## src/design/pfl_pkg.sv

```systemverilog
package pfl_pkg;

    // Configuration port
    localparam int CFG_DATA_W = 5;
    localparam int CFG_IDX_W  = 2;

    typedef enum logic [CFG_IDX_W-1:0] {
        CFG_POLICY = 2'd0,
        CFG_FRAMES = 2'd1
    } t_cfg_idx;

    localparam logic [CFG_DATA_W-1:0] FRAMES_RESET = 5'd3;

    // Replacement policies
    localparam logic POLICY_FIFO = 1'b0;
    localparam logic POLICY_LRU  = 1'b1;

    // Fixed result field widths
    localparam int COUNT_OUT_W = 16;
    localparam int SLOT_OUT_W  = 4;

    // Controller states
    typedef enum logic {
        ST_IDLE,
        ST_SCAN
    } t_state;

    // Search record flags handed from cell to cell
    typedef struct packed {
        logic tok;    // search token is at this stage
        logic hit;    // a matching frame was found
        logic empty;  // a free frame was found (no hit)
    } t_scan_flags;

    // Update command broadcast to every cell
    typedef struct packed {
        logic en;     // apply the update for the current word
        logic load;   // page fault: write tag into the chosen slot
        logic clear;  // new sequence: drop every frame
    } t_upd_ctl;

endpackage

```

## src/design/pfl_cell.sv

```systemverilog
module pfl_cell
    import pfl_pkg::*;
#(
    parameter int MAX_FRAMES = 16,
    parameter int PAGE_BITS  = 24,
    parameter int IDX        = 0
) (
    input  logic                                         i_clk,
    input  logic                                         i_rst_n,
    input  logic [$clog2(MAX_FRAMES+1)-1:0]              i_n,
    input  logic [PAGE_BITS-1:0]                         i_page,
    input  t_upd_ctl                                     i_upd,
    input  logic [((MAX_FRAMES>1)?$clog2(MAX_FRAMES):1)-1:0] i_upd_slot,
    input  logic [((MAX_FRAMES>1)?$clog2(MAX_FRAMES):1)-1:0] i_upd_old_rank,
    input  t_scan_flags                                  i_flags,
    input  logic [((MAX_FRAMES>1)?$clog2(MAX_FRAMES):1)-1:0] i_cand_idx,
    input  logic [((MAX_FRAMES>1)?$clog2(MAX_FRAMES):1)-1:0] i_cand_rank,
    input  logic [((MAX_FRAMES>1)?$clog2(MAX_FRAMES):1)-1:0] i_lru_idx,
    input  logic [((MAX_FRAMES>1)?$clog2(MAX_FRAMES):1)-1:0] i_lru_rank,
    output t_scan_flags                                  o_flags,
    output logic [((MAX_FRAMES>1)?$clog2(MAX_FRAMES):1)-1:0] o_cand_idx,
    output logic [((MAX_FRAMES>1)?$clog2(MAX_FRAMES):1)-1:0] o_cand_rank,
    output logic [((MAX_FRAMES>1)?$clog2(MAX_FRAMES):1)-1:0] o_lru_idx,
    output logic [((MAX_FRAMES>1)?$clog2(MAX_FRAMES):1)-1:0] o_lru_rank
);

    localparam int SW = (MAX_FRAMES > 1) ? $clog2(MAX_FRAMES) : 1;
    localparam int NW = $clog2(MAX_FRAMES + 1);
    localparam logic [SW-1:0] MY_IDX   = SW'(IDX);
    localparam logic [SW-1:0] RANK_MAX = SW'(MAX_FRAMES - 1);

    logic [PAGE_BITS-1:0] r_tag;
    logic                 r_valid;
    logic [SW-1:0]        r_rank;

    t_scan_flags          r_flags;
    logic [SW-1:0]        r_cand_idx;
    logic [SW-1:0]        r_cand_rank;
    logic [SW-1:0]        r_lru_idx;
    logic [SW-1:0]        r_lru_rank;

    t_scan_flags          n_flags;
    logic [SW-1:0]        n_cand_idx;
    logic [SW-1:0]        n_cand_rank;
    logic [SW-1:0]        n_lru_idx;
    logic [SW-1:0]        n_lru_rank;

    logic                 w_active;
    logic                 w_match;
    logic                 w_mine;

    assign w_active = NW'(IDX) < i_n;
    assign w_match  = r_valid && (r_tag == i_page);
    assign w_mine   = i_upd_slot == MY_IDX;

    // Fold this frame into the search record coming from the left
    always_comb begin
        n_flags     = i_flags;
        n_cand_idx  = i_cand_idx;
        n_cand_rank = i_cand_rank;
        n_lru_idx   = i_lru_idx;
        n_lru_rank  = i_lru_rank;
        if (w_active) begin
            if (!i_flags.hit && w_match) begin
                n_flags.hit   = 1'b1;
                n_flags.empty = 1'b0;
                n_cand_idx    = MY_IDX;
                n_cand_rank   = r_rank;
            end else if (!i_flags.hit && !i_flags.empty && !r_valid) begin
                n_flags.empty = 1'b1;
                n_cand_idx    = MY_IDX;
            end
            // strict compare keeps the lowest index among equal ranks
            if (r_rank > i_lru_rank) begin
                n_lru_idx  = MY_IDX;
                n_lru_rank = r_rank;
            end
        end
    end

    // Search record stage: only the token is reset
    always_ff @(posedge i_clk) begin
        if (!i_rst_n) begin
            r_flags.tok <= 1'b0;
        end else begin
            r_flags.tok <= i_flags.tok;
        end
        if (i_flags.tok) begin
            r_flags.hit   <= n_flags.hit;
            r_flags.empty <= n_flags.empty;
            r_cand_idx    <= n_cand_idx;
            r_cand_rank   <= n_cand_rank;
            r_lru_idx     <= n_lru_idx;
            r_lru_rank    <= n_lru_rank;
        end
    end

    // Frame state: valid and recency rank
    always_ff @(posedge i_clk) begin
        if (!i_rst_n) begin
            r_valid <= 1'b0;
            r_rank  <= '0;
        end else if (i_upd.clear) begin
            r_valid <= 1'b0;
            r_rank  <= '0;
        end else if (i_upd.en) begin
            if (w_mine) begin
                if (i_upd.load) begin
                    r_valid <= 1'b1;
                end
                r_rank <= '0;
            end else if (r_valid && (i_upd.load || r_rank < i_upd_old_rank) &&
                         r_rank < RANK_MAX) begin
                // a newly loaded page is newer than every resident one
                r_rank <= r_rank + SW'(1);
            end
        end
    end

    // Tag store
    always_ff @(posedge i_clk) begin
        if (i_upd.en && i_upd.load && w_mine) begin
            r_tag <= i_page;
        end
    end

    assign o_flags     = r_flags;
    assign o_cand_idx  = r_cand_idx;
    assign o_cand_rank = r_cand_rank;
    assign o_lru_idx   = r_lru_idx;
    assign o_lru_rank  = r_lru_rank;

endmodule

```

## src/design/page_replacement_fifo_lru.sv

```systemverilog
// Channel    Handshake          Payload
// request    start / busy       i_page_number, i_sequence_start
// result     o_strobe           o_fault, o_fault_count, o_frame_slot
// config     i_cfg_we           i_cfg_idx, i_cfg_data
//
// A word accepted at one edge is searched by a token that walks one frame
// cell per cycle; the result strobe is registered after the token leaves
// the last cell, and no new word is accepted while a search is in flight.
// busy is high from the accept edge until the result cycle; a new word may be
// accepted in the cycle the result is shown. Synchronous active-low reset
// empties every frame, sets FIFO mode and three frames. The receiver cannot
// stall; the result is valid for exactly the strobe cycle.
module page_replacement_fifo_lru
    import pfl_pkg::*;
#(
    parameter int MAX_FRAMES = 16,
    parameter int PAGE_BITS  = 24,
    parameter int COUNT_BITS = 16
) (
    input  logic                   i_clk,
    input  logic                   i_rst_n,
    input  logic                   start,
    output logic                   busy,
    input  logic [PAGE_BITS-1:0]   i_page_number,
    input  logic                   i_sequence_start,
    output logic                   o_strobe,
    output logic                   o_fault,
    output logic [COUNT_OUT_W-1:0] o_fault_count,
    output logic [SLOT_OUT_W-1:0]  o_frame_slot,
    input  logic                   i_cfg_we,
    input  logic [CFG_IDX_W-1:0]   i_cfg_idx,
    input  logic [CFG_DATA_W-1:0]  i_cfg_data
);

    localparam int SW = (MAX_FRAMES > 1) ? $clog2(MAX_FRAMES) : 1;
    localparam int NW = $clog2(MAX_FRAMES + 1);

    // Configuration
    logic                  r_policy;
    logic [CFG_DATA_W-1:0] r_frames;
    logic [NW-1:0]         w_n;

    // Control
    t_state                r_state;
    t_state                n_state;
    logic                  r_launch;
    logic [PAGE_BITS-1:0]  r_page;
    logic [SW-1:0]         r_ptr;
    logic [COUNT_BITS-1:0] r_count;
    logic                  w_accept;
    logic                  w_done;

    // Decision
    logic [SW-1:0]         w_slot;
    logic                  w_hit;
    logic [SW-1:0]         w_ptr_use;
    logic [NW-1:0]         w_slot_inc;
    t_upd_ctl              w_upd;

    // Cell chain
    t_scan_flags           w_flags    [0:MAX_FRAMES];
    logic [SW-1:0]         w_cand_idx [0:MAX_FRAMES];
    logic [SW-1:0]         w_cand_rank[0:MAX_FRAMES];
    logic [SW-1:0]         w_lru_idx  [0:MAX_FRAMES];
    logic [SW-1:0]         w_lru_rank [0:MAX_FRAMES];
    logic [MAX_FRAMES-1:0] w_tok_vec;

    assign w_accept = start && !busy;
    assign busy     = r_state == ST_SCAN;
    assign w_done   = (r_state == ST_SCAN) && w_flags[MAX_FRAMES].tok;

    // Register writes
    always_ff @(posedge i_clk) begin
        if (!i_rst_n) begin
            r_policy <= POLICY_FIFO;
            r_frames <= FRAMES_RESET;
        end else if (i_cfg_we) begin
            case (i_cfg_idx)
                CFG_POLICY: r_policy <= i_cfg_data[0];
                CFG_FRAMES: r_frames <= i_cfg_data;
                default: ;
            endcase
        end
    end

    // Active frame count, clamped to 1..MAX_FRAMES
    always_comb begin
        if (r_frames == '0) begin
            w_n = NW'(1);
        end else if (32'(r_frames) > MAX_FRAMES) begin
            w_n = NW'(MAX_FRAMES);
        end else begin
            w_n = NW'(r_frames);
        end
    end

    // State machine
    always_ff @(posedge i_clk) begin
        if (!i_rst_n) begin
            r_state  <= ST_IDLE;
            r_launch <= 1'b0;
        end else begin
            r_state  <= n_state;
            r_launch <= w_accept;
        end
    end

    always_comb begin
        n_state = r_state;
        case (r_state)
            ST_IDLE: if (w_accept) n_state = ST_SCAN;
            ST_SCAN: if (w_done)   n_state = ST_IDLE;
            default: n_state = ST_IDLE;
        endcase
    end

    always_ff @(posedge i_clk) begin
        if (w_accept) begin
            r_page <= i_page_number;
        end
    end

    // Slot choice (hit, free frame or victim) once the token leaves the last cell
    always_comb begin
        w_hit      = w_flags[MAX_FRAMES].hit;
        w_ptr_use  = (NW'(r_ptr) < w_n) ? r_ptr : '0;
        if (w_hit || w_flags[MAX_FRAMES].empty) begin
            w_slot = w_cand_idx[MAX_FRAMES];
        end else if (r_policy == POLICY_FIFO) begin
            w_slot = w_ptr_use;
        end else begin
            w_slot = w_lru_idx[MAX_FRAMES];
        end
        w_slot_inc = NW'(w_slot) + NW'(1);
        w_upd.en    = w_done;
        w_upd.load  = w_done && !w_hit;
        w_upd.clear = w_accept && i_sequence_start;
    end

    // FIFO pointer and fault count
    always_ff @(posedge i_clk) begin
        if (!i_rst_n) begin
            r_ptr   <= '0;
            r_count <= '0;
        end else if (w_upd.clear) begin
            r_ptr   <= '0;
            r_count <= '0;
        end else if (w_done && !w_hit) begin
            if (r_policy == POLICY_FIFO) begin
                r_ptr <= (w_slot_inc >= w_n) ? '0 : SW'(w_slot_inc);
            end
            if (r_count != '1) begin
                r_count <= r_count + COUNT_BITS'(1);
            end
        end
    end

    // Result word
    always_ff @(posedge i_clk) begin
        if (!i_rst_n) begin
            o_strobe <= 1'b0;
        end else begin
            o_strobe <= w_done;
        end
    end

    always_ff @(posedge i_clk) begin
        if (w_done) begin
            o_fault       <= !w_hit;
            o_fault_count <= COUNT_OUT_W'((!w_hit && r_count != '1) ?
                                          r_count + COUNT_BITS'(1) : r_count);
            o_frame_slot  <= SLOT_OUT_W'(w_slot);
        end
    end

    // Head of the chain
    assign w_flags[0]     = '{tok: r_launch, hit: 1'b0, empty: 1'b0};
    assign w_cand_idx[0]  = '0;
    assign w_cand_rank[0] = '0;
    assign w_lru_idx[0]   = '0;
    assign w_lru_rank[0]  = '0;

    // One cell per frame
    for (genvar g = 0; g < MAX_FRAMES; g++) begin : g_cell
        pfl_cell #(
            .MAX_FRAMES (MAX_FRAMES),
            .PAGE_BITS  (PAGE_BITS),
            .IDX        (g)
        ) u_cell (
            .i_clk          (i_clk),
            .i_rst_n        (i_rst_n),
            .i_n            (w_n),
            .i_page         (r_page),
            .i_upd          (w_upd),
            .i_upd_slot     (w_slot),
            .i_upd_old_rank (w_cand_rank[MAX_FRAMES]),
            .i_flags        (w_flags[g]),
            .i_cand_idx     (w_cand_idx[g]),
            .i_cand_rank    (w_cand_rank[g]),
            .i_lru_idx      (w_lru_idx[g]),
            .i_lru_rank     (w_lru_rank[g]),
            .o_flags        (w_flags[g+1]),
            .o_cand_idx     (w_cand_idx[g+1]),
            .o_cand_rank    (w_cand_rank[g+1]),
            .o_lru_idx      (w_lru_idx[g+1]),
            .o_lru_rank     (w_lru_rank[g+1])
        );
        assign w_tok_vec[g] = w_flags[g+1].tok;
    end

`ifndef SYNTHESIS
    // Only one search token in flight
    a_one_token: assert property (@(posedge i_clk) disable iff (!i_rst_n)
        $onehot0(w_tok_vec))
        else $error("more than one search token in the cell chain");

    // Token leaving the chain finishes the word and strobes next cycle
    a_done_strobe: assert property (@(posedge i_clk) disable iff (!i_rst_n)
        w_done |=> (o_strobe && !busy))
        else $error("result strobe missing after search end");

    // No token while idle
    a_idle_quiet: assert property (@(posedge i_clk) disable iff (!i_rst_n)
        !busy && !r_launch |-> (w_tok_vec == '0))
        else $error("search token present while idle");
`endif

endmodule
```

## config.mk

```make
export PLATFORM = sky130hd
export DESIGN_NAME = page_replacement_fifo_lru
export DESIGN_NICKNAME = d
export VERILOG_FILES = /design/src/design/pfl_pkg.sv /design/src/design/pfl_cell.sv /design/src/design/page_replacement_fifo_lru.sv
export SDC_FILE = /design/constraint.sdc
export NUM_CORES = 1
export LEC_CHECK = 0
export ABC_CLOCK_PERIOD_IN_PS = 4160
export CAP_MARGIN = 20
export CORE_MARGIN = 2
export CORE_UTILIZATION = 58
export CTS_CLUSTER_DIAMETER = 50
export DETAILED_ROUTE_END_ITERATION = 8
export DONT_BUFFER_PORTS = 1
export PLACE_DENSITY = 0.8
export SYNTH_ARGS = -nofsm -noshare
export SYNTH_HDL_FRONTEND = slang
export SYNTH_HIERARCHICAL = 1
export SYNTH_SLANG_ARGS = --single-unit
export TNS_END_PERCENT = 5
```

## constraint.sdc

```tcl
create_clock -name i_clk -period 4.16 [get_ports i_clk]
set_input_delay 0.208 -clock i_clk [delete_from_list [all_inputs] [get_ports i_clk]]
set_output_delay 0.208 -clock i_clk [all_outputs]
set_load 0.02 [all_outputs]
```

==> results.yml <==
worst_setup_path:
  r2r_cells: 16
  crit_fanout: 13
  critPathCaptureType: "register"
  path_class: "reg -> reg"
  cp.arrival_ns: 4.41
  worstSetupStartpointType: "register"
  rrSetupSlack_ns: 0.32
  r2r_start: "r_frames[4]$_SDFFE_PN0P_"
  required_ns: 4.73
  r2r-end: "r_ptr[3]$_SDFFE_PP0P_"
finish:
  drive_above_1_share: 0.148
  antenna_cells: 0
  final_cell_mix: "713 x edfxtp_1, 210 x xnor2_1, 197 x xor2_1"
  layout_commonest_cell: "edfxtp_1"
  final_net_count: 3263
  area_growth_pct: 13.7
  final_cells: 4030
  fillers: 4572
logic_synthesis:
  syn_area_um2: 38900
  ys_warn_count: 6
  synth_area_per_cell_um2: 13.6
  synthCells: 2860
global_routing:
  antenna_found_initial: 1
  grt_pass1_wl_mm: 141
  grt_pass1_vias: 24733
  grt_max_degree: 43
  track_usage: 0.263
  globalRoute.totalOverflow: 0
floorplanning:
  num_rows: 94
  start_util: 0.589
  die_w_um: 263
  ios: 59
  die-area_um2: 69200
  die_height_um: 263
  core_um2: 66100
clocking:
  worst_skew_pair.late_latency_ns: 0.67
  cts.clk_slew.worst_paths_ns: 0.05
  cts_buffers: 91
  cts_sinks: 838
  root_buffer: "clkbuf_16"
  cts_tree: "built"
  cts-htree-levels: 3
  cts_buffer_depth: 3
power:
  p_clk_frac: 0.451
  p_leak_uw: 0.0157
  vdd_drop_max_mv: 0.373
  seqPwrFrac: 0.515
  combPwrFrac: 0.034
  cellPowerDensity_nw_per_um2: 402
  swShare: 0.215
  p_int_uw: 14000
  switching_power_uw: 3830
place:
  hpwl_mm: 61.0
  routabilityCongestion: 0.871
  dp_cells: 3823
  numPortBuffers: 0
timing:
  finalSetupTns_ns: 0
  slew_violations: 0
  min_period_over_period: 0.923
  relSlewSlack: 0.234
  skew_ns: 0.0513
  setup_viol: 0
  fin_crit_ns: 3.84
  fmax_mhz: 260
  hold_viol_final: 0
  worstMarginPinSlew_ns: 1.15
  rsz0062_at_grt: "yes"
route:
  wl_mm: 91.2
  ant_nets: 0
  first_iter_violations: 2338
  drc: 0
  drt-pass1-iter-count: 6
  wl_per_cell_um: 22.6
  route.vias.total: 24272
  viasPerCell: 6.02
outcome:
  status: "complete, no violations"
worst_hold_path:
  hold_path_class: "in -> reg"
  min_from: "i_cfg_we"
  whs_path_depth: 3
  hold_path_end: "r_frames[3]$_SDFFE_PN0P_"
run:
  cap_violations: 0
per-stage QoR:
stage | area, µm² | util | setup slack [ns] | total power (µW) | hold WS, ns
floorplan | 39000 | - | -0.288 | 9670 | 0.307
detailed placement | 40800 | 0.617 | 0.0750 | 9900 | 0.302
global placement | 40800 | 0.617 | 0.0354 | 9880 | 0.304
finish | 44300 | 0.669 | 0.319 | 17800 | 0.141
global route | 44300 | 0.669 | -0.0190 | 18300 | 0.139
CTS | 44200 | 0.669 | 0.0857 | 17900 | 0.103
sequential cells by signal, summed over array words and instances (netlist names), 4 cells and up:
register,flops
g_cell.u_cell/r_tag,384
r_ptr,4
r_frames,5
g_cell.u_cell/r_rank,64
g_cell.u_cell/r_valid,16
o_frame_slot,4
r_count,16
g_cell.u_cell/o_cand_rank,64
g_cell.u_cell/o_flags,48
r_page,24
g_cell.u_cell/o_lru_rank,60
o_fault_count,16
g_cell.u_cell/o_lru_idx,64
g_cell.u_cell/o_cand_idx,64
power groups by stage:
stage	clock (µW)	combinational, µW	sequential, µW
after global routing	8460	653	9170
after global placement	0	532	9350
after floorplan	0	276	9390
after detailed placement	0	551	9350
after CTS	8140	598	9170
final	8030	609	9170
layer usage:
metal  up-vias  global-route usage  part of all wire
met5         -                   0                 0
met4         0              0.0970             0.035
met3       233              0.0459             0.070
met2       950               0.447              0.49
met1     12066               0.338              0.40
li1      11023                   -                 -
cell type report:
class / count / area [µm²] / area share
Multi-Input combinational cell: 1827 / 14300 / 0.323
Tap cell: 864 / 1080 / 0.0244
Clock buffer: 113 / 2430 / 0.0549
Timing Repair Buffer: 135 / 1220 / 0.0275
Inverter: 196 / 737 / 0.0167
Sequential cell: 838 / 23900 / 0.540
Clock inverter: 57 / 599 / 0.0135
repair_timing:
| action | 4_1_cts | 5_1_grt |
|---|---|---|
| hold endpoints to repair | 130 | 0 |
| endpoints found under the setup margin | 0 | 153 |
| hold buffers | 36 | 0 |
| resized for setup | 0 | 1 |
| buffers inserted | 0 | 0 |
critical path, stage by stage, from the launching register on:
cell	delay [ns]
dfxtp_1	0.31
inv_1	0.12
nand2_1	0.13
ha_1	0.33
a211oi_1	0.30
o31ai_2	0.17
o31ai_1	0.45
nand2_1	0.16
inv_1	0.40
buf_4	0.32
and3_1	0.18
ha_1	0.25
nand2_1	0.09
o211ai_1	0.13
nor4bb_1	0.27
mux2i_1	0.12
nand2_1	0.06
worst max-delay path by stage:
| stage | slack [ns] | depth (start not counted) | endpoint | startpoint |
|---|---|---|---|---|
| floorplan | -0.29 | 9 | g_cell[9].u_cell/r_tag[0]$_DFFE_PP_ | r_frames[4]$_SDFFE_PN0P_ |
| global placement | 0.04 | 13 | g_cell[0].u_cell/r_tag[13]$_DFFE_PP_ | r_frames[4]$_SDFFE_PN0P_ |
| detailed placement | 0.08 | 13 | g_cell[0].u_cell/r_tag[6]$_DFFE_PP_ | r_frames[4]$_SDFFE_PN0P_ |
| CTS | 0.09 | 13 | g_cell[0].u_cell/r_tag[15]$_DFFE_PP_ | r_frames[4]$_SDFFE_PN0P_ |
| global route | -0.02 | 16 | r_ptr[3]$_SDFFE_PP0P_ | r_frames[4]$_SDFFE_PN0P_ |
| finish | 0.32 | 16 | r_ptr[3]$_SDFFE_PP0P_ | r_frames[4]$_SDFFE_PN0P_ |
No activity file was read; power rests on OpenSTA's default activity.
